==> src/false_position_root_finder_macros.svh <==
// Assertion macros shared by the root finder RTL.
`ifndef FALSE_POSITION_ROOT_FINDER_MACROS_SVH
`define FALSE_POSITION_ROOT_FINDER_MACROS_SVH

// Same-cycle implication, clocked on clk, disabled in reset.
`define FPR_ASSERT_IMP(name, ante, cons, msg) \
  name: assert property (@(posedge clk) disable iff (!rst_n) (ante) |-> (cons)) \
    else $error(msg);

// Next-cycle implication, clocked on clk, disabled in reset.
`define FPR_ASSERT_NXT(name, ante, cons, msg) \
  name: assert property (@(posedge clk) disable iff (!rst_n) (ante) |=> (cons)) \
    else $error(msg);

`endif

==> src/fpr_pkg.sv <==
// Types, constants and helpers for the false position root finder.
`default_nettype none
package fpr_pkg;

  localparam int unsigned DEF_VALUE_WIDTH   = 32;
  localparam int unsigned DEF_FRACTION_BITS = 16;

  localparam logic [30:0] ERR_MAX      = 31'h7FFF_FFFF;
  localparam logic [30:0] THRESH_RESET = 31'd655;
  localparam logic [15:0] LIMIT_RESET  = 16'd50;
  localparam logic signed [63:0] F_MAX = 64'sh7FFF_FFFF_FFFF_FFFF;

  localparam logic REG_THRESHOLD = 1'b0;
  localparam logic REG_LIMIT     = 1'b1;

  typedef struct packed {
    logic signed [31:0] lower_bound;
    logic signed [31:0] upper_bound;
  } in_word_t;

  typedef struct packed {
    logic signed [31:0] root;
    logic [30:0]        error_pct;
    logic [16:0]        iterations;
    logic [1:0]         status;
  } out_word_t;

  typedef enum logic [1:0] {
    ST_CONVERGED, ST_LIMIT, ST_EXACT, ST_ZERO_DIV
  } status_t;

  typedef enum logic {OP_MUL, OP_DIV} arith_op_t;

  typedef struct packed {
    logic      go;
    arith_op_t op;
  } arith_req_t;

  typedef enum logic [3:0] {
    S_IDLE, S_SQ, S_SQ_W, S_CU, S_CU_W, S_ITER, S_CORR_W, S_CDIV_W,
    S_ERR_W, S_EDIV_W, S_UPDATE, S_DONE
  } state_t;

  typedef enum logic [1:0] {FT_L, FT_U, FT_R} ftarget_t;

  function automatic logic [63:0] mag64(input logic signed [63:0] v);
    mag64 = v[63] ? 64'(-v) : 64'(v);
  endfunction

  function automatic logic signed [63:0] sub_sat(input logic signed [63:0] a,
                                                 input logic signed [63:0] b);
    logic signed [64:0] d;
    d = 65'(a) - 65'(b);
    if (d > 65'(F_MAX))       sub_sat = F_MAX;
    else if (d < -65'(F_MAX)) sub_sat = -F_MAX;
    else                      sub_sat = d[63:0];
  endfunction

  function automatic logic signed [63:0] halve(input logic signed [63:0] v);
    logic signed [63:0] t;
    t = v + 64'({63'd0, v[63]});
    halve = t >>> 1;
  endfunction

endpackage
`default_nettype wire

==> src/fpr_arith.sv <==
// Shared multiply and divide unit: 64x64 multiply, 128/64 saturating divide.
`default_nettype none
module fpr_arith (
  input  wire logic               clk,
  input  wire logic               rst_n,
  input  wire fpr_pkg::arith_req_t req,
  input  wire logic [63:0]        a,
  input  wire logic [63:0]        b,
  output logic                    done,
  output logic [127:0]            acc,
  output logic                    over
);
  import fpr_pkg::*;

  logic [127:0] acc_r, acc_nxt;
  logic [63:0]  a_r, d_r;
  logic [5:0]   cnt_r;
  logic         busy_r, done_r, over_r;
  arith_op_t    op_r;
  logic [71:0]  msum;
  logic [64:0]  rem, diff;

  assign msum = {8'd0, acc_r[127:64]} + 72'(a_r) * 72'(acc_r[7:0]);
  assign rem  = {acc_r[127:64], acc_r[63]};
  assign diff = rem - {1'b0, d_r};

  always_comb begin
    if (op_r == OP_MUL) begin
      acc_nxt = {msum, acc_r[63:8]};
    end else if (rem >= {1'b0, d_r}) begin
      acc_nxt = {diff[63:0], acc_r[62:0], 1'b1};
    end else begin
      acc_nxt = {rem[63:0], acc_r[62:0], 1'b0};
    end
  end

  always_ff @(posedge clk) begin
    if (!rst_n) begin
      busy_r <= 1'b0;
      done_r <= 1'b0;
      cnt_r  <= '0;
    end else begin
      done_r <= busy_r && (cnt_r == 6'd0);
      if (req.go) begin
        busy_r <= 1'b1;
        cnt_r  <= (req.op == OP_MUL) ? 6'd7 : 6'd63;
      end else if (busy_r) begin
        if (cnt_r == 6'd0) busy_r <= 1'b0;
        cnt_r <= cnt_r - 6'd1;
      end
    end
  end

  // operands and accumulator: payload, no reset
  always_ff @(posedge clk) begin
    if (req.go) begin
      op_r <= req.op;
      if (req.op == OP_MUL) begin
        a_r   <= a;
        acc_r <= {64'd0, b};
      end else begin
        d_r    <= b;
        over_r <= acc_r[127:64] >= b;
      end
    end else if (busy_r) begin
      acc_r <= acc_nxt;
    end
  end

  assign done = done_r;
  assign acc  = acc_r;
  assign over = over_r;

endmodule
`default_nettype wire

==> config.mk <==
export PLATFORM = sky130hd
export DESIGN_NAME = fpr_arith
export DESIGN_NICKNAME = d
export VERILOG_FILES = /design/src/false_position_root_finder_macros.svh /design/src/fpr_pkg.sv /design/src/fpr_arith.sv
export SDC_FILE = /design/constraint.sdc
export NUM_CORES = 2
export LEC_CHECK = 0
export ABC_AREA = 1
export BUFFER_PORTS_ARGS = -buffer_cell sky130_fd_sc_hd__buf_4
export CORE_AREA = 2 2 284 286
export CTS_CLUSTER_SIZE = 8
export DETAILED_ROUTE_END_ITERATION = 10
export DIE_AREA = 0 0 286 288
export GPL_ROUTABILITY_DRIVEN = 0
export PLACE_DENSITY_LB_ADDON = 0.12
export SLEW_MARGIN = 15
export SYNTH_ARGS = -nofsm -noshare
export SYNTH_HDL_FRONTEND = slang
export SYNTH_SLANG_ARGS = --single-unit
export TNS_END_PERCENT = 20
==> constraint.sdc <==
create_clock -name clk -period 7.6 [get_ports clk]
set_input_delay 0 -clock clk [delete_from_list [all_inputs] [get_ports clk]]
set_output_delay 0 -clock clk [all_outputs]
set_load 0.005 [all_outputs]
==> run summary <==
io pins -> 262
CTS root buffer -> clkbuf_16
Worst EP required -> 8.02 ns
vias in the first global route -> 36,300
Detailed Route Iter0 Violations -> 3,947
post-CTS resize count -> 0
Hold Vio Cnt, Final -> 0
Setup CP Type -> reg -> reg
first-pass GRT wire length -> 207,000 um
Multi-input gate area -> 0.0245 mm2
clk sinks -> 266
Die X-Extent -> 286 um
Post-Syn Instances -> 5,714
CTS HTree Levels -> 2
core area -> 0.0796 mm2
sequential fraction of the synthesis area -> 20.1%
Distinct cells, synth -> 49
total congestion overflow -> 0
CTS Hold Bufs -> 131
HP Class -> in -> reg
Worst-Skew Late Latency -> 0.60 ns
worst-path fanout max -> 24
port buffer count -> 261
Synth area leaders -> fa_1 22%, edfxtp_1 20%, nand2_1 17%, inv_1 15%, ha_1 7.1%
Largest delay share family, worst path -> adder cells
Post-synth ARST share -> 0%
RSZ-0062 raised after global routing -> false
outcome -> finished, final reports clean
initial core utilization -> 49.4%
setup bufs post-CTS -> 0
diode count -> 0
vias -> 36,900
CP max stage cell -> edfxtp_1
Worst-path clk slew -> 0.06 ns
EDFF count, synth -> 258
vias per cell -> 5.21
CTS tree -> done
die height -> 288 um
Site Rows -> 104
Total Neg Setup Slack -> 0 ns
Post-Syn Area -> 0.0393 mm2
Achievable Freq -> 153 MHz
share of layout cells above drive strength 1 -> 6.83%
final setup violation count -> 0
Slew headroom -> 22.2%
Mean Syn Cell Area -> 6.88 um2
Primary FF master, synth -> edfxtp_1
Layout fillers -> 7,914
worst path cell trace -> buf_4 > nand2_1 > fa_1 > inv_1 > fa_1 > fa_1 > inv_1 > fa_1 > inv_1 > ha_1 > nand2_1 > nor2_1 > inv_1 > nor4_1 > nand3_1 > nand3_1 > nand3_1 > a21oi_1
Synth top cells by count -> 1,799 x nand2_1, 1,600 x inv_1, 437 x fa_1, 288 x nand3_1, 279 x nor2_1
yosys warns -> 0
pin count of the biggest net entering global routing -> 77
Longest Clk Path Bufs -> 3
Worst Path Buf+Inv -> 5
clk_skew -> 0.0334 ns
iteration count of the initial detailed-routing pass -> 6
Residual DRC -> 0
All-Layer GR Usage -> 33.0%
worst-margin pin slew -> 1.17 ns
Syn Nets -> 6,505
most common cell in the netlist -> nand2_1
Critical Path End Type -> flop
Nets -> 6,802
Synth top area share -> 22.2%
Synth Register Bits -> 266
CTS buffer count -> 41
part of the cycle the worst path needs -> 86.2%
DP HPWL -> 111,000 um
CP max stage delay -> 1.11 ns
min Tclk post-route -> 6.55 ns
Slew Limit Fails -> 0
synth-to-layout area growth -> 13.7%
max_cap viols -> 0
drt total wl -> 135,000 um
Reg area -> 0.00791 mm2
WP data arrival -> 6.98 ns
routed len/inst -> 19.0 um
cell taking the most area after synthesis -> fa_1
Post-DRT Antenna Nets -> 0
CP Launch Type -> flop
Die Area -> 0.0824 mm2
initial antenna violation count -> 1
-- cells in the final DEF (no fill, tap or decap), types with 33 or more instances in the layout --
master | synthesis | layout
xor2_1 | 33 | 33
nand2_1 | 1799 | 1799
a21oi_1 | 265 | 265
a22oi_1 | 59 | 59
buf_4 | 0 | 301
fa_1 | 437 | 437
nor2_1 | 279 | 277
nand3_1 | 288 | 288
inv_1 | 1600 | 1599
ha_1 | 222 | 222
o21ai_0 | 88 | 88
dlygate4sd3_1 | 0 | 131
clkbuf_16 | 0 | 42
edfxtp_1 | 258 | 258
-- flip-flops by register name, summed over array words and instances, names as in the netlist --
name,count
cnt_r,6
busy_r,1
acc,128
a_r,64
over,1
d_r,64
done,1
op_r,1
-- metrics by stage --
step	std cells	setup WS, ns	cell area (um2)	utilization, %	hold WS, ns
CTS	7090	1.06	44700	56.2	0.0977
global route	7091	0.731	44700	56.2	0.115
finish	7091	1.05	44700	56.2	0.120
floorplan	5714	0.341	39300	-	0.0989
detailed placement	6896	1.08	42100	52.9	0.179
global placement	6895	1.03	42100	52.9	0.178
-- cells by family (layout without fill, tap and decap cells) --
family	after synthesis	in the layout	share of synthesized area [%]
adder cells (fa/ha/maj)	659	659	29.3
XOR/XNOR	39	39	0.869
AND/OR/NAND/NOR	2494	2494	25.7
buffers and inverters	1801	2118	17.5
AO/OA/AOI/OAI	455	455	6.45
flip-flops	266	266	20.1
-- metal layers --
| layer | GRT usage [%] | wire length (um) | vias up |
|---|---|---|---|
| met5 | 0 | 12 | - |
| met3 | 4.89 | 11700 | 369 |
| met1 | 43.7 | 54800 | 17400 |
| li1 | - | - | 17500 |
| met4 | 15.3 | 7210 | 2 |
| met2 | 53.4 | 61200 | 1630 |
-- final timing paths --
path	startpoint	depth (start not counted)	slack, ns	to
setup reg to reg	acc[0]	18	1.05	acc[122]
setup / recovery	acc[0]	18	1.05	acc[122]
hold reg to reg	busy_r	2	0.51	busy_r
hold / removal	a[28]	2	0.12	a_r[28]
-- layout make-up --
type,instances,area share (%)
repair buffers,435,8.09
clock inverters,6,0.347
well taps,1060,2.96
inverters,1620,13.6
flip-flops and latches,266,17.7
multi-input cells,3647,54.8
clock buffers,57,2.48
Power is not shown: default switching activity piles up to over one toggle a cycle in this logic, so the estimate is an artifact.
